## config.mk

```make
export PLATFORM = sky130hd
export DESIGN_NAME = cti_ctrl
export DESIGN_NICKNAME = d
export VERILOG_FILES = /design/src/rtl/core/cti_pkg.sv /design/src/rtl/core/cti_ctrl.sv
export SDC_FILE = /design/constraint.sdc
export NUM_CORES = 1
export LEC_CHECK = 0
export ABC_AREA = 1
export BUFFER_PORTS_ARGS = -buffer_cell sky130_fd_sc_hd__buf_2
export CAP_MARGIN = 20
export CELL_PAD_IN_SITES_DETAIL_PLACEMENT = 0
export CELL_PAD_IN_SITES_GLOBAL_PLACEMENT = 2
export CORE_MARGIN = 2
export CORE_UTILIZATION = 16
export DETAILED_ROUTE_END_ITERATION = 6
export GPL_TIMING_DRIVEN = 0
export PLACE_DENSITY = 0.79
export SKIP_LAST_GASP = 1
export SLEW_MARGIN = 40
export SYNTH_ARGS = -nofsm -noshare
export SYNTH_HDL_FRONTEND = slang
export SYNTH_SLANG_ARGS = --single-unit
```

## constraint.sdc

```tcl
create_clock -name aclk -period 1.13 [get_ports aclk]
set_clock_uncertainty 0.05 [all_clocks]
set_input_delay 0.226 -clock aclk [delete_from_list [all_inputs] [get_ports aclk]]
set_output_delay 0.226 -clock aclk [all_outputs]
set_load 0.005 [all_outputs]
```

## src/rtl/core/cti_pkg.sv

```systemverilog
// ----------------------------------------------------------------------------
// cti_pkg
// Shared constants, command and status types and helpers of the cubic table
// interpolator.
// ----------------------------------------------------------------------------
`default_nettype none

package cti_pkg;

    localparam int TABLE_DEPTH = 1024;
    localparam int FRAC_BITS   = 12;
    localparam int ADDR_W      = $clog2(TABLE_DEPTH);

    localparam int LEVEL_W = 16;
    localparam int POS_W   = 22;
    localparam int INT_W   = POS_W - FRAC_BITS;
    localparam int TSIZE_W = 11;
    localparam int PH_W    = 13;
    localparam int Y_W     = 17;

    localparam int S_TDATA_W = 48;
    localparam int M_TDATA_W = 40;
    localparam int IDX_LSB   = 0;
    localparam int VAL_LSB   = 10;
    localparam int POS_LSB   = 26;

    localparam int CFG_IDX_W  = 3;
    localparam int CFG_DATA_W = 16;

    localparam logic [CFG_IDX_W-1:0] CFG_INTERP_KIND = 3'd0;
    localparam logic [CFG_IDX_W-1:0] CFG_TABLE_SIZE  = 3'd1;
    localparam logic [CFG_IDX_W-1:0] CFG_DB_LOW      = 3'd2;
    localparam logic [CFG_IDX_W-1:0] CFG_DB_HIGH     = 3'd3;
    localparam logic [CFG_IDX_W-1:0] CFG_PLOT_HEIGHT = 3'd4;

    localparam logic KIND_CATMULL = 1'b0;
    localparam logic KIND_BSPLINE = 1'b1;

    localparam logic MODE_WRITE = 1'b0;
    localparam logic MODE_QUERY = 1'b1;

    localparam logic [TSIZE_W-1:0]        RST_TABLE_SIZE  = 11'd1024;
    localparam logic signed [LEVEL_W-1:0] RST_DB_LOW      = -16'sd18432;
    localparam logic signed [LEVEL_W-1:0] RST_DB_HIGH     = 16'sd6144;
    localparam logic [PH_W-1:0]           RST_PLOT_HEIGHT = 13'd100;
    localparam logic [PH_W-1:0]           MAX_PLOT_HEIGHT = 13'd4096;

    // Datapath word widths of the Horner evaluation.
    localparam int COEF_W = 21;
    localparam int T_W    = FRAC_BITS + 1;
    localparam int S1_W   = COEF_W + T_W;
    localparam int S2_W   = S1_W + FRAC_BITS;
    localparam int S3_W   = S2_W - FRAC_BITS;
    localparam int S4_W   = S3_W + T_W;
    localparam int Q_W    = S4_W - 2 * FRAC_BITS - 1;

    localparam logic signed [S2_W-1:0] HALF_T = S2_W'(1) << (FRAC_BITS - 1);
    localparam logic signed [S4_W-1:0] CR_RND = S4_W'(1) << (2 * FRAC_BITS);
    localparam logic signed [S4_W-1:0] BS_RND = S4_W'(3) << (2 * FRAC_BITS);

    // Floor division by three through a reciprocal on an offset operand.
    localparam int D3_U_W   = 19;
    localparam int D3_R_W   = 20;
    localparam int D3_SHIFT = 21;
    localparam int D3_P_W   = D3_U_W + D3_R_W;
    localparam int D3_Q_W   = D3_P_W - D3_SHIFT;
    localparam logic [D3_R_W-1:0]     D3_RECIP   = 20'd699051;
    localparam logic signed [Q_W-1:0] D3_OFFSET  = 22'sd196608;
    localparam logic signed [Q_W-1:0] D3_BIAS    = 22'sd65536;
    localparam logic signed [Q_W-1:0] D3_CLP_MAX = 22'sd131071;
    localparam logic signed [Q_W-1:0] D3_CLP_MIN = -22'sd131072;

    localparam logic signed [Q_W-1:0] Q78_MAX = 22'sd32767;
    localparam logic signed [Q_W-1:0] Q78_MIN = -22'sd32768;

    // Plot mapping divider.
    localparam int NUM_W     = 33;
    localparam int DEN_W     = 17;
    localparam int DIV_STEPS = Y_W;
    localparam int DIV_CNT_W = $clog2(DIV_STEPS + 1);

    typedef struct packed {
        logic       mem_we;
        logic       pos_load;
        logic       rd_en;
        logic [1:0] rd_sel;
        logic       cap_en;
        logic [1:0] cap_sel;
        logic       coef_en;
        logic       hor1_en;
        logic       hor2_en;
        logic       hor3_en;
        logic       hor4_en;
        logic       div3_en;
        logic       ymap_en;
        logic       div_start;
        logic       out_load;
    } cti_cmd_t;

    typedef struct packed {
        logic div_busy;
    } cti_sts_t;

    function automatic logic signed [LEVEL_W-1:0] sat_q78(input logic signed [Q_W-1:0] x);
        logic signed [Q_W-1:0] c;
        begin
            if (x > Q78_MAX) begin
                c = Q78_MAX;
            end else if (x < Q78_MIN) begin
                c = Q78_MIN;
            end else begin
                c = x;
            end
            sat_q78 = c[LEVEL_W-1:0];
        end
    endfunction

endpackage

`default_nettype wire

```

## src/rtl/core/cti_ctrl.sv

```systemverilog
// ----------------------------------------------------------------------------
// cti_ctrl
// Sequencer of the interpolator: handshakes, table reads and datapath steps.
// ----------------------------------------------------------------------------
`default_nettype none

module cti_ctrl (
    input  wire logic               aclk,
    input  wire logic               aresetn,
    input  wire logic               s_tvalid,
    output logic                    s_tready,
    input  wire logic               s_tuser,
    output logic                    m_tvalid,
    input  wire logic               m_tready,
    output cti_pkg::cti_cmd_t       cmd,
    input  wire cti_pkg::cti_sts_t  sts
);

    localparam logic [3:0] ST_IDLE   = 4'd0;
    localparam logic [3:0] ST_RD0    = 4'd1;
    localparam logic [3:0] ST_RD1    = 4'd2;
    localparam logic [3:0] ST_RD2    = 4'd3;
    localparam logic [3:0] ST_RD3    = 4'd4;
    localparam logic [3:0] ST_RD4    = 4'd5;
    localparam logic [3:0] ST_COEF   = 4'd6;
    localparam logic [3:0] ST_HOR1   = 4'd7;
    localparam logic [3:0] ST_HOR2   = 4'd8;
    localparam logic [3:0] ST_HOR3   = 4'd9;
    localparam logic [3:0] ST_HOR4   = 4'd10;
    localparam logic [3:0] ST_DIV3   = 4'd11;
    localparam logic [3:0] ST_YMAP   = 4'd12;
    localparam logic [3:0] ST_DSTART = 4'd13;
    localparam logic [3:0] ST_DWAIT  = 4'd14;
    localparam logic [3:0] ST_OUT    = 4'd15;

    logic [3:0] state_reg, state_next;
    logic       m_tvalid_reg, m_tvalid_next;

    always_comb begin
        state_next = state_reg;
        cmd        = '0;
        s_tready   = 1'b0;
        case (state_reg)
            ST_IDLE: begin
                s_tready = 1'b1;
                if (s_tvalid) begin
                    if (s_tuser == cti_pkg::MODE_QUERY) begin
                        cmd.pos_load = 1'b1;
                        state_next   = ST_RD0;
                    end else begin
                        cmd.mem_we = 1'b1;
                    end
                end
            end
            ST_RD0: begin
                cmd.rd_en  = 1'b1;
                cmd.rd_sel = 2'd0;
                state_next = ST_RD1;
            end
            ST_RD1: begin
                cmd.rd_en   = 1'b1;
                cmd.rd_sel  = 2'd1;
                cmd.cap_en  = 1'b1;
                cmd.cap_sel = 2'd0;
                state_next  = ST_RD2;
            end
            ST_RD2: begin
                cmd.rd_en   = 1'b1;
                cmd.rd_sel  = 2'd2;
                cmd.cap_en  = 1'b1;
                cmd.cap_sel = 2'd1;
                state_next  = ST_RD3;
            end
            ST_RD3: begin
                cmd.rd_en   = 1'b1;
                cmd.rd_sel  = 2'd3;
                cmd.cap_en  = 1'b1;
                cmd.cap_sel = 2'd2;
                state_next  = ST_RD4;
            end
            ST_RD4: begin
                cmd.cap_en  = 1'b1;
                cmd.cap_sel = 2'd3;
                state_next  = ST_COEF;
            end
            ST_COEF: begin
                cmd.coef_en = 1'b1;
                state_next  = ST_HOR1;
            end
            ST_HOR1: begin
                cmd.hor1_en = 1'b1;
                state_next  = ST_HOR2;
            end
            ST_HOR2: begin
                cmd.hor2_en = 1'b1;
                state_next  = ST_HOR3;
            end
            ST_HOR3: begin
                cmd.hor3_en = 1'b1;
                state_next  = ST_HOR4;
            end
            ST_HOR4: begin
                cmd.hor4_en = 1'b1;
                state_next  = ST_DIV3;
            end
            ST_DIV3: begin
                cmd.div3_en = 1'b1;
                state_next  = ST_YMAP;
            end
            ST_YMAP: begin
                cmd.ymap_en = 1'b1;
                state_next  = ST_DSTART;
            end
            ST_DSTART: begin
                cmd.div_start = 1'b1;
                state_next    = ST_DWAIT;
            end
            ST_DWAIT: begin
                if (!sts.div_busy) begin
                    state_next = ST_OUT;
                end
            end
            ST_OUT: begin
                if (!m_tvalid_reg || m_tready) begin
                    cmd.out_load = 1'b1;
                    state_next   = ST_IDLE;
                end
            end
            default: begin
                state_next = ST_IDLE;
            end
        endcase
    end

    always_comb begin
        if (cmd.out_load) begin
            m_tvalid_next = 1'b1;
        end else if (m_tready) begin
            m_tvalid_next = 1'b0;
        end else begin
            m_tvalid_next = m_tvalid_reg;
        end
    end

    always_ff @(posedge aclk) begin
        if (!aresetn) begin
            state_reg    <= ST_IDLE;
            m_tvalid_reg <= 1'b0;
        end else begin
            state_reg    <= state_next;
            m_tvalid_reg <= m_tvalid_next;
        end
    end

    assign m_tvalid = m_tvalid_reg;

endmodule

`default_nettype wire

```

==> results of run 1 <==
==> cell usage after synthesis <==
cell       n
a211oi_1   1
a21oi_1    2
buf_4      1
dfxtp_1    5
inv_1     13
inv_2      1
nand2_1   17
nand2_2    3
nand3_1    2
nand3_2    1
nand4_1    1
nand4_2    1
nor2_1    21
nor2_2     2
nor3_2     1
==> power by group through the flow <==
stage	logic, uW	registers [uW]	clock network, uW
after global routing	350	221	232
after CTS	268	221	210
after global placement	184	213	0
after floorplan	117	210	0
after detailed placement	185	213	0
final	315	220	206
==> worst reg2reg max path, cell delays in order (launching register included) <==
cell	delay, ns
dfxtp_4	0.36
buf_4	0.15
nor2_4	0.10
buf_4	0.12
nand2_2	0.07
nand3_2	0.10
nor2_4	0.04
nor2_1	0.10
nor2_1	0.04
==> final cells by class <==
cell class / instances / area [um2]
flip-flops and latches: 5 / 116
well taps: 30 / 37.5
clock buffers: 4 / 26.3
inverters: 14 / 55.1
repair buffers: 39 / 260
multi-input cells: 52 / 350
fillers: 277 / 1590
==> cell families (layout without fill, tap and decap cells) <==
| logic type | after synthesis | count (layout) | synth area share (%) |
|---|---|---|---|
| compound gates | 3 | 3 | 4.38 |
| flops | 5 | 5 | 25.0 |
| buf+inv | 15 | 57 | 15.0 |
| simple gates | 49 | 49 | 55.6 |
==> per-layer routing <==
metal	GRT usage (%)	part of all wire, %	vias up
met5	0	0	-
met4	3.75	0.60	0
met3	2.50	7.4	2
met2	19.1	50	19
met1	10.0	42	242
li1	-	-	300
==> what timing repair did <==
action,CTS,global route
cloned,0,0
pin swaps,14,18
endpoints found under the setup margin,22,22
setup buffers,15,4
gates resized for setup,39,13
==> stage by stage <==
stage / instance area (um2) / setup WS, ns
final: 846 / -0.290
after global routing: 846 / -0.367
after CTS: 805 / -0.287
after detailed placement: 563 / -0.194
after global placement: 563 / -0.198
after floorplan: 405 / 0.0146
==> how the worst min path moves through the flow <==
stage,from,endpoint,slack [ns]
5_1_grt,aresetn,state_reg[2]$_SDFFE_PN0P_,0.19
3_3_place_gp,aresetn,state_reg[3]$_SDFFE_PN0P_,0.44
4_1_cts,aresetn,state_reg[3]$_SDFFE_PN0P_,0.18
6_report,aresetn,state_reg[2]$_SDFFE_PN0P_,0.18
2_1_floorplan,aresetn,state_reg[3]$_SDFFE_PN0P_,0.30
3_5_place_dp,aresetn,state_reg[3]$_SDFFE_PN0P_,0.44
==> tab_implementation.tex, run 1 <==
\begin{tabular}{lr}
\hline
Metric & Value \\
\hline
\multicolumn{2}{l}{\textbf{Setup path}} \\
\quad Worst reg2reg path startpoint & state\_reg[0]\$\_SDFFE\_PN0P\_ \\
\quad R2R setup slack & -0.10 ns \\
\quad Path depth of the worst reg2reg path & 8 \\
\quad Crit path from & state\_reg[2]\$\_SDFFE\_PN0P\_ \\
\quad Setup crit end & cmd[16] \\
\quad Required time at the worst-slack endpoint & roughly 0.85 ns \\
\quad Total number of cells along the worst setup path & 6 \\
\quad Maximum fanout along the worst path & 5 \\
\quad Buffer and inverter count on the worst path & 2 \\
\quad Category of the critical setup timing path & flop to output pin \\
\quad Worst reg2reg path endpoint & state\_reg[2]\$\_SDFFE\_PN0P\_ \\
\quad Delay of the slowest critical-path stage & $\sim$0.37 ns \\
\quad Arrival time at the worst endpoint & 1.14 ns \\
\quad Crit path capture type & output pin \\
\quad Startpoint class of the critical path & flop \\
\quad Cell chain of the critical path & nor2\_4, nand2\_2, inv\_2, nand2\_1, nor2\_1, buf\_2 \\
\quad Standard cell with the maximum stage delay on the critical path & dfxtp\_4 \\
\quad Cell family with most CP delay & flip-flops \\
\multicolumn{2}{l}{\textbf{Detailed routing}} \\
\quad Count of vias placed by the detailed router & between 500 and 600 \\
\quad Length of the first detailed-routing pass in iterations & 4 \\
\quad Vias per cell & between 3 and 4 \\
\quad Antenna Nets Post-Route & 0 \\
\quad Residual DRC & 0 \\
\quad Initial drt markers & 3 \\
\quad Total detailed-routing wirelength & 1340 um \\
\quad Routed length per instance & a little over 9 um \\
\multicolumn{2}{l}{\textbf{Cells and area}} \\
\quad Number of antenna diodes & 0 \\
\quad Nets & around 120 \\
\quad Area growth, synth to finish & 111\% \\
\quad Most common cell after layout, fill and taps aside & buf\_2 \\
\quad Non-filler instance count after layout & $\sim$140 \\
\quad Fraction of final layout cells with drive strength greater than 1 & 72.8\% \\
\quad Top library cells by usage in the layout, fill and taps aside & buf\_2, nand2\_1, nor2\_1, buf\_4, inv\_2 \\
\quad Post-layout util & a little over a third \\
\quad Number of flip-flops under the largest register name & 4 \\
\multicolumn{2}{l}{\textbf{Floorplan}} \\
\quad Vertical extent of the die & between 50 and 60 um \\
\quad Starting density of the core & approximately 16\% \\
\quad Chip Width & approximately 54 um \\
\quad Total Die Area & between 2000 and 3000 um2 \\
\quad Count of boundary I/O pins & 25 \\
\quad Site Rows & 18 \\
\quad Core area & between 2000 and 2500 um2 \\
\multicolumn{2}{l}{\textbf{STA}} \\
\quad Slew @ Worst Pin & approximately 0.16 ns \\
\quad Headroom to the max-slew limit & about 89\% \\
\quad Post-Route Hold Slack & approximately 0.18 ns \\
\quad Post-route setup TNS & -4.13 ns \\
\quad Post-route fraction of the period consumed by the critical path & 126\% \\
\quad Clock period minus final worst setup slack & about 1.4 ns \\
\quad Final hold violations & 0 \\
\quad RSZ-0062 raised after global routing & yes \\
\quad Number of slew-limit violations in the final report & 0 \\
\quad Final setup slack of the worst path & -0.290 ns \\
\quad Final setup violation count & 21 \\
\quad Achievable clock frequency & around 700 MHz \\
\multicolumn{2}{l}{\textbf{Global route}} \\
\quad Initial antenna violation count & 0 \\
\quad First-pass GRT wire length & 2070 um \\
\quad Total grt overflow & 0 \\
\quad Total Routing Usage GR & about a tenth \\
\quad Maximum number of pins on one net before global-route repair & 7 \\
\quad Vias in the first global route & between 500 and 600 \\
\multicolumn{2}{l}{\textbf{Pwr}} \\
\quad Leakage power & 0.000452 uW \\
\quad Sw frac & 35.3\% \\
\quad PwrDens & about 870 nW/um2 \\
\quad Sum of internal, switching and leakage power & 740 uW \\
\quad Maximum vdd drop & roughly 0.00044 V \\
\quad Power share of the sequential group & between 20\% and 30\% \\
\quad Combinational Power Share & 42.5\% \\
\quad Share of total power in the clock network & 27.8\% \\
\quad Internal Dissipation & roughly 480 uW \\
\quad Sw power & about 260 uW \\
\multicolumn{2}{l}{\textbf{Placed design}} \\
\quad Quantity of I/O buffers inserted on ports & 24 \\
\quad Dpl hpwl & roughly 920 um \\
\quad Placed cells & approximately 130 \\
\quad Final Wtd Congestion & roughly 0.67 \\
\multicolumn{2}{l}{\textbf{Run status}} \\
\quad Run status & finished, violations left \\
\quad Violations in the final reports & setup timing \\
\multicolumn{2}{l}{\textbf{Worst hold path}} \\
\quad Path type of the worst min-delay path & primary input to flop \\
\quad Worst Hold Path Cells & 3 \\
\multicolumn{2}{l}{\textbf{Logic synthesis}} \\
\quad Number of nets produced by synthesis & approximately 80 \\
\quad Post-Synthesis Cells & just over 70 \\
\quad Number of synthesized register bits & 5 \\
\quad Mean instance size in the synthesized netlist & approximately 5.6 um2 \\
\quad Count of distinct cell types in the synthesized netlist & 15 \\
\quad Summed instance area of the synthesized netlist & between 400 and 500 um2 \\
\quad Yosys synthesis warning count & 0 \\
\quad Sequential cell area fraction in the yosys report & 25.0\% \\
\quad Cells taking the most area after synthesis & dfxtp\_1, nor2\_1, nand2\_1, inv\_1, nand2\_2 \\
\quad Post-synthesis cell type with the largest combined area & dfxtp\_1 \\
\quad Top-area cell type share of the netlist area & between 20\% and 30\% \\
\multicolumn{2}{l}{\textbf{Clock tree}} \\
\quad Clock-pin slew of the registers on the worst-case setup and hold paths & about 0.04 ns \\
\quad Worst-Skew Late Latency & $\sim$0.24 ns \\
\quad Hold-fix buffer count after cts & 0 \\
\quad Number of buffers between clock root and the deepest sink & 2 \\
\quad Root Buffer & clkbuf\_4 \\
\quad TritonCTS clock tree & done \\
\quad H-tree depth & 1 \\
\quad TritonCTS Buffers & 3 \\
\quad TritonCTS sink count & 5 \\
\multicolumn{2}{l}{\textbf{Flow run}} \\
\quad Max-cap violations & 0 \\
\hline
\end{tabular}
Note: power is estimated with default switching activity, not from simulation.
==> run 2, diff against run 1 <==
- CORE_UTILIZATION: 16 -> 17
- CTS_BUF_LIST: not set -> sky130_fd_sc_hd__clkbuf_8
- PLACE_DENSITY: 0.79 -> 0.83
==> tab_implementation.tex, run 2 (synthesized netlist as in run 1, its figures left out) <==
\begin{tabular}{lr}
\hline
Metric & Value \\
\hline
\multicolumn{2}{l}{\textbf{Clock tree}} \\
\quad Number of buffers between clock root and the deepest sink & 2 (unchanged) \\
\quad TritonCTS clock tree & done \\
\quad Root Buffer & clkbuf\_8 \\
\quad TritonCTS sink count & 5 (unchanged) \\
\quad Worst-Skew Late Latency & 0.22 ns (-0.02 ns) \\
\quad H-tree depth & 1 (unchanged) \\
\quad TritonCTS Buffers & 3 (unchanged) \\
\quad Clock-pin slew of the registers on the worst-case setup and hold paths & 0.04 ns (about the same) \\
\quad Hold-fix buffer count after cts & 0 (unchanged) \\
\multicolumn{2}{l}{\textbf{Cells and area}} \\
\quad Number of antenna diodes & 0 (unchanged) \\
\quad Top library cells by usage in the layout, fill and taps aside & buf\_2, buf\_4, nor2\_4, nand2\_2, nor2\_1 \\
\quad Footprint of the flip-flops and latches & 116 um2 (unchanged) \\
\quad Fraction of final layout cells with drive strength greater than 1 & 78.6\% (+5.8 points) \\
\quad Number of flip-flops under the largest register name & 4 (unchanged) \\
\quad Multi-input combinational cell area & 408 um2 (+16\%) \\
\quad Post-route design area & 940 um2 (+11\%) \\
\quad Nets & 124 (+2.5\%) \\
\quad Area growth, synth to finish & 135\% \\
\quad Fill cell total of the finished layout & 242 (-13\%) \\
\quad Most common cell after layout, fill and taps aside & buf\_2 \\
\multicolumn{2}{l}{\textbf{Pwr}} \\
\quad Leakage power & 0.000505 uW (+12\%) \\
\quad PwrDens & 992 nW/um2 (+13\%) \\
\quad Sum of internal, switching and leakage power & 932 uW (+26\%) \\
\quad Maximum vdd drop & 0.000578 V (+31\%) \\
\multicolumn{2}{l}{\textbf{Detailed routing}} \\
\quad Detail Route met2 WL & 838 um (+25\%) \\
\quad Top layer reached by signal wires & met4 \\
\quad Residual DRC & 0 (unchanged) \\
\quad Total detailed-routing wirelength & 1460 um (+8.5\%) \\
\quad Vias per cell & 4.14 (+5.8\%) \\
\quad Routed length per instance & 10.1 um (+7.7\%) \\
\quad WL met3 & 81 um (-19\%) \\
\quad Length of the first detailed-routing pass in iterations & 3 (-1) \\
\quad Antenna Nets Post-Route & 0 (unchanged) \\
\quad Initial drt markers & 2 (-1) \\
\quad Count of vias placed by the detailed router & 600 (+6.6\%) \\
\quad M1 wire length & 513 um (-8.9\%) \\
\multicolumn{2}{l}{\textbf{Global route}} \\
\quad Initial antenna violation count & 0 (unchanged) \\
\quad First-pass GRT wire length & 2040 um (-1.4\%) \\
\quad Total Routing Usage GR & 9.90\% (about the same) \\
\quad Total grt overflow & 0 (unchanged) \\
\quad Vias in the first global route & 506 (-0.39\%) \\
\quad Maximum number of pins on one net before global-route repair & 7 (unchanged) \\
\multicolumn{2}{l}{\textbf{STA}} \\
\quad Final hold violations & 0 (unchanged) \\
\quad Slew @ Worst Pin & 0.174 ns (+0.00969 ns) \\
\quad Post-route setup TNS & -4.31 ns (-0.181 ns) \\
\quad RSZ-0062 raised after global routing & yes \\
\quad Clock period minus final worst setup slack & 1.43 ns (+0.0101 ns) \\
\quad Final setup slack of the worst path & -0.300 ns (-0.0101 ns) \\
\quad Number of slew-limit violations in the final report & 0 (unchanged) \\
\quad Post-route fraction of the period consumed by the critical path & 127\% (+0.89 points) \\
\quad Headroom to the max-slew limit & 88.4\% (-0.61 points) \\
\quad Final setup violation count & 22 (+4.8\%) \\
\quad Achievable clock frequency & 699 MHz (-0.70\%) \\
\multicolumn{2}{l}{\textbf{Setup path}} \\
\quad Arrival time at the worst endpoint & 1.15 ns (about the same) \\
\quad Delay of the slowest critical-path stage & 0.36 ns (about the same) \\
\quad Category of the critical setup timing path & flop to output pin \\
\quad Buffer and inverter count on the worst path & 3 (+1) \\
\quad Standard cell with the maximum stage delay on the critical path & dfxtp\_4 \\
\quad Cell chain of the critical path & nor2\_4, buf\_4, buf\_4, nand2\_2, nand2\_1, buf\_2 \\
\quad Total number of cells along the worst setup path & 6 (unchanged) \\
\quad Maximum fanout along the worst path & 4 (-1) \\
\quad Required time at the worst-slack endpoint & 0.85 ns (about the same) \\
\quad Crit path capture type & output pin \\
\quad Top cell by count, worst path & buf\_4 \\
\quad Startpoint class of the critical path & flop \\
\quad Cell family with most CP delay & flip-flops \\
\quad Path depth of the worst reg2reg path & 8 (unchanged) \\
\multicolumn{2}{l}{\textbf{Placed design}} \\
\quad Quantity of I/O buffers inserted on ports & 24 (unchanged) \\
\quad Final Wtd Congestion & 0.717 (+6.9\%) \\
\quad Dpl hpwl & 917 um (about the same) \\
\quad Post-place instance area & 561 um2 (-0.44\%) \\
\quad Pre-CTS setup slack & -0.195 ns (-0.000379 ns) \\
\multicolumn{2}{l}{\textbf{Run status}} \\
\quad Violations in the final reports & setup timing \\
\quad Run status & finished, violations left \\
\multicolumn{2}{l}{\textbf{Floorplan}} \\
\quad Chip Width & 52.5 um (-2.8\%) \\
\quad Core area & 2210 um2 (-9.1\%) \\
\quad Vertical extent of the die & 52.5 um (-2.8\%) \\
\quad Site Rows & 17 (-1) \\
\quad Count of boundary I/O pins & 25 (unchanged) \\
\quad Starting density of the core & 18.1\% (+1.6 points) \\
\quad Total Die Area & 2760 um2 (-5.5\%) \\
\multicolumn{2}{l}{\textbf{Worst hold path}} \\
\quad Worst Hold Path Cells & 3 (unchanged) \\
\quad Path type of the worst min-delay path & primary input to flop \\
\multicolumn{2}{l}{\textbf{Flow run}} \\
\quad Max-cap violations & 0 (unchanged) \\
\hline
\end{tabular}
[run 2: changes by cell type in the layout (fill, tap and decap cells not counted), moves of 2 or more]
cell | previous run | this run
nor2_1 | 11 | 9
nand2_4 | 2 | 4
buf_2 | 22 | 24
nand2_1 | 13 | 7
inv_1 | 3 | 7
inv_2 | 10 | 6
clkbuf_4 | 3 | 0
nand2_2 | 5 | 9
clkbuf_8 | 0 | 3
[run 2: report_power, final]
part           switching (uW)  internal, uW
registers                28.4           189
clock network            93.2           233
logic                     198           191
total                     319           613
[run 2: area by class of cell]
| type | instances | area share, % |
|---|---|---|
| clock buffers | 3 | 4.39 |
| flip-flops and latches | 5 | 12.4 |
| plain buffers | 1 | 0.799 |
| clock inverters | 1 | 0.399 |
| repair buffers | 41 | 28.8 |
| multi-input cells | 52 | 43.4 |
| inverters | 14 | 6.13 |
| well taps | 28 | 3.73 |
[run 2: metal layers]
metal | track usage (%) | vias up
met5 | 0 | -
met4 | 5.13 | 0
met3 | 2.57 | 3
met2 | 16.7 | 16
met1 | 11.4 | 272
li1 | - | 309
[run 2: path summary, 6_finish.rpt]
| check | start | end | slack, ns |
|---|---|---|---|
| worst max-delay path | state_reg[2]$_SDFFE_PN0P_ | cmd[14] | -0.30 |
| worst min-delay path | aresetn | state_reg[2]$_SDFFE_PN0P_ | 0.21 |
| worst max register to register | state_reg[0]$_SDFFE_PN0P_ | state_reg[2]$_SDFFE_PN0P_ | -0.14 |
| worst min register to register | state_reg[3]$_SDFFE_PN0P_ | state_reg[3]$_SDFFE_PN0P_ | 0.48 |
[run 2: timing repair]
| action | 4_1_cts | 5_1_grt |
|---|---|---|
| buffers inserted | 8 | 10 |
| setup endpoints to repair | 22 | 22 |
| pin swaps | 6 | 16 |
| resized for setup | 28 | 36 |
[run 2: worst min-delay path, stage by stage]
cell     delay, ns
buf_2         0.12
nand2_1       0.06
nor2_1        0.04
[run 2: per-stage QoR]
step,util [%],cells,hold slack (ns)
after detailed placement,25.3,124,0.439
final,42.5,145,0.209
after global placement,25.3,124,0.433
after CTS,33.8,136,0.195
after floorplan,-,72,0.299
after global routing,42.5,145,0.219
==> run 3, diff against run 2 <==
- CORE_UTILIZATION: 17 -> 19
- PLACE_DENSITY: 0.83 -> 0.87
- REMOVE_ABC_BUFFERS: not set -> 1
- clock period: 1.13 -> 1.5 ns (I/O delays scaled with it)
==> tab_implementation.tex, run 3 (synthesized netlist as in run 1, its figures left out) <==
\begin{tabular}{lr}
\hline
Metric & Value \\
\hline
\multicolumn{2}{l}{\textbf{Setup path}} \\
\quad Path depth of the worst reg2reg path & 7 (-1) \\
\quad Startpoint class of the critical path & flop \\
\quad Cell chain of the critical path & nand2\_2, nor2\_4, nand2\_1, inv\_1, buf\_2 \\
\quad Arrival time at the worst endpoint & 1.11 ns (-0.04 ns) \\
\quad Worst reg2reg path endpoint & state\_reg[2]\$\_SDFFE\_PN0P\_ \\
\quad Standard cell with the maximum stage delay on the critical path & dfxtp\_2 \\
\quad Crit path from & state\_reg[3]\$\_SDFFE\_PN0P\_ \\
\quad Maximum fanout along the worst path & 5 (+1) \\
\quad Worst reg2reg path startpoint & state\_reg[3]\$\_SDFFE\_PN0P\_ \\
\quad Crit path capture type & output pin \\
\quad Required time at the worst-slack endpoint & 1.15 ns (+0.30 ns) \\
\quad Delay of the slowest critical-path stage & 0.41 ns (+0.05 ns) \\
\quad R2R setup slack & 0.31 ns (+0.45 ns) \\
\quad Category of the critical setup timing path & flop to output pin \\
\quad Setup crit end & cmd[0] \\
\multicolumn{2}{l}{\textbf{Cells and area}} \\
\quad Number of antenna diodes & 0 (unchanged) \\
\quad Fraction of final layout cells with drive strength greater than 1 & 48.0\% (-31 points) \\
\quad Area growth, synth to finish & 62.8\% \\
\quad Number of flip-flops under the largest register name & 4 (unchanged) \\
\quad Nets & 107 (-14\%) \\
\quad Most common cell after layout, fill and taps aside & buf\_2 \\
\quad Top library cells by usage in the layout, fill and taps aside & buf\_2, nor2\_1, nand2\_1, inv\_1, nand2\_2 \\
\multicolumn{2}{l}{\textbf{Floorplan}} \\
\quad Site Rows & 16 (-1) \\
\quad Count of boundary I/O pins & 25 (unchanged) \\
\quad Chip Width & 49.9 um (-5.0\%) \\
\quad Core area & 1980 um2 (-10\%) \\
\quad Starting density of the core & 20.2\% (+2.1 points) \\
\quad Total Die Area & 2490 um2 (-9.7\%) \\
\quad Vertical extent of the die & 49.9 um (-5.0\%) \\
\multicolumn{2}{l}{\textbf{Global route}} \\
\quad Vias in the first global route & 433 (-14\%) \\
\quad First-pass GRT wire length & 1730 um (-15\%) \\
\quad Initial antenna violation count & 0 (unchanged) \\
\quad Total Routing Usage GR & 9.10\% (-0.80 points) \\
\quad Total grt overflow & 0 (unchanged) \\
\quad Maximum number of pins on one net before global-route repair & 7 (unchanged) \\
\multicolumn{2}{l}{\textbf{Clock tree}} \\
\quad TritonCTS clock tree & done \\
\quad TritonCTS Buffers & 3 (unchanged) \\
\quad Root Buffer & clkbuf\_8 \\
\quad Number of buffers between clock root and the deepest sink & 2 (unchanged) \\
\quad Clock-pin slew of the registers on the worst-case setup and hold paths & 0.03 ns (about the same) \\
\quad Worst-Skew Late Latency & 0.22 ns (about the same) \\
\quad H-tree depth & 1 (unchanged) \\
\quad TritonCTS sink count & 5 (unchanged) \\
\quad Hold-fix buffer count after cts & 0 (unchanged) \\
\multicolumn{2}{l}{\textbf{Detailed routing}} \\
\quad Residual DRC & 0 (unchanged) \\
\quad Count of vias placed by the detailed router & 498 (-17\%) \\
\quad Initial drt markers & 2 (unchanged) \\
\quad Total detailed-routing wirelength & 1090 um (-25\%) \\
\quad Vias per cell & 3.92 (-5.2\%) \\
\quad Length of the first detailed-routing pass in iterations & 3 (unchanged) \\
\quad Antenna Nets Post-Route & 0 (unchanged) \\
\quad Routed length per instance & 8.60 um (-14\%) \\
\multicolumn{2}{l}{\textbf{Run status}} \\
\quad Run status & finished, final reports clean \\
\multicolumn{2}{l}{\textbf{STA}} \\
\quad RSZ-0062 raised after global routing & yes \\
\quad Final setup violation count & 0 (-100\%) \\
\quad Post-route fraction of the period consumed by the critical path & between 90\% and 100\% \\
\quad Clock period minus final worst setup slack & 1.46 ns \\
\quad Achievable clock frequency & $\sim$680 MHz \\
\quad Number of slew-limit violations in the final report & 0 (unchanged) \\
\quad Final hold violations & 0 (unchanged) \\
\quad Post-route setup TNS & 0 ns (+4.31 ns) \\
\quad Post-Route Hold Slack & 0.275 ns (+0.0658 ns) \\
\quad Slew @ Worst Pin & 0.181 ns (+0.00650 ns) \\
\quad Headroom to the max-slew limit & 88.0\% (-0.41 points) \\
\multicolumn{2}{l}{\textbf{Flow run}} \\
\quad Max-cap violations & 0 (unchanged) \\
\multicolumn{2}{l}{\textbf{Placed design}} \\
\quad Final Wtd Congestion & 0.720 (+0.36\%) \\
\quad Dpl hpwl & 896 um (-2.3\%) \\
\quad Quantity of I/O buffers inserted on ports & 24 (unchanged) \\
\multicolumn{2}{l}{\textbf{Pwr}} \\
\quad Maximum vdd drop & 0.000335 V (-42\%) \\
\quad PwrDens & 860 nW/um2 (-13\%) \\
\quad Leakage power & 0.000361 uW (-28\%) \\
\multicolumn{2}{l}{\textbf{Worst hold path}} \\
\quad Worst Hold Path Cells & 3 (unchanged) \\
\quad Path type of the worst min-delay path & primary input to flop \\
\hline
\end{tabular}
==> run 3: changes by cell type in the layout (fill, tap and decap cells not counted), sizes merged <==
cell	previous run	this run
buf	42	25
==> run 3: final cells by class <==
type / count / area, um2
clock buffers: 3 / 41.3
inverters: 14 / 52.6
flip-flops and latches: 5 / 113
well taps: 27 / 33.8
multi-input cells: 52 / 280
repair buffers: 25 / 128
fillers: 243 / 1330
clock inverters: 1 / 3.75
==> run 3: report_power, final <==
group / internal [uW] / leakage [uW] / total [uW] / switching, uW
clock: 175 / 0.0000269 / 241 / 65.5
combinational: 68.7 / 0.000291 / 155 / 86.6
sequential: 144 / 0.0000433 / 165 / 20.6
==> run 3: worst min path at each step <==
stage | to | start | slack, ns
floorplan | state_reg[3]$_SDFFE_PN0P_ | aresetn | 0.37
global placement | state_reg[3]$_SDFFE_PN0P_ | state_reg[3]$_SDFFE_PN0P_ | 0.44
detailed placement | state_reg[3]$_SDFFE_PN0P_ | state_reg[3]$_SDFFE_PN0P_ | 0.44
CTS | state_reg[3]$_SDFFE_PN0P_ | aresetn | 0.27
global route | state_reg[2]$_SDFFE_PN0P_ | aresetn | 0.29
finish | state_reg[3]$_SDFFE_PN0P_ | aresetn | 0.28
==> run 3: timing repair <==
action / in CTS / in global routing
pin swaps: 0 / 2
gates resized for setup: 9 / 10
endpoints found under the hold margin: 0 / 0
setup buffers: 0 / 1
setup endpoints to repair: 14 / 13
==> run 3: critical path, delay by kind of cell (launching register included) <==
| family | cells | cell delay (ns) |
|---|---|---|
| simple gates | 3 | 0.33 |
| flops | 1 | 0.41 |
| buf+inv | 2 | 0.16 |
==> run 3: per-stage QoR <==
step	util, %	worst slack (ns)	cell area [um2]	total power (uW)	cells
detailed placement	27.6	0.101	547	297	122
global placement	27.6	0.0875	547	295	122
CTS	31.1	-0.0395	616	559	126
global route	32.9	-0.0625	652	602	127
floorplan	-	0.272	393	244	71
finish	32.9	0.0396	652	561	127
==> run 3: layer usage <==
metal  up-vias  track usage, %  part of all wire, %
li1        272               -                    -
met1       210            11.8                   46
met2        16            13.3                   46
met3         0            2.42                  7.1
met4         0            5.56                    0
met5         -               0                    0
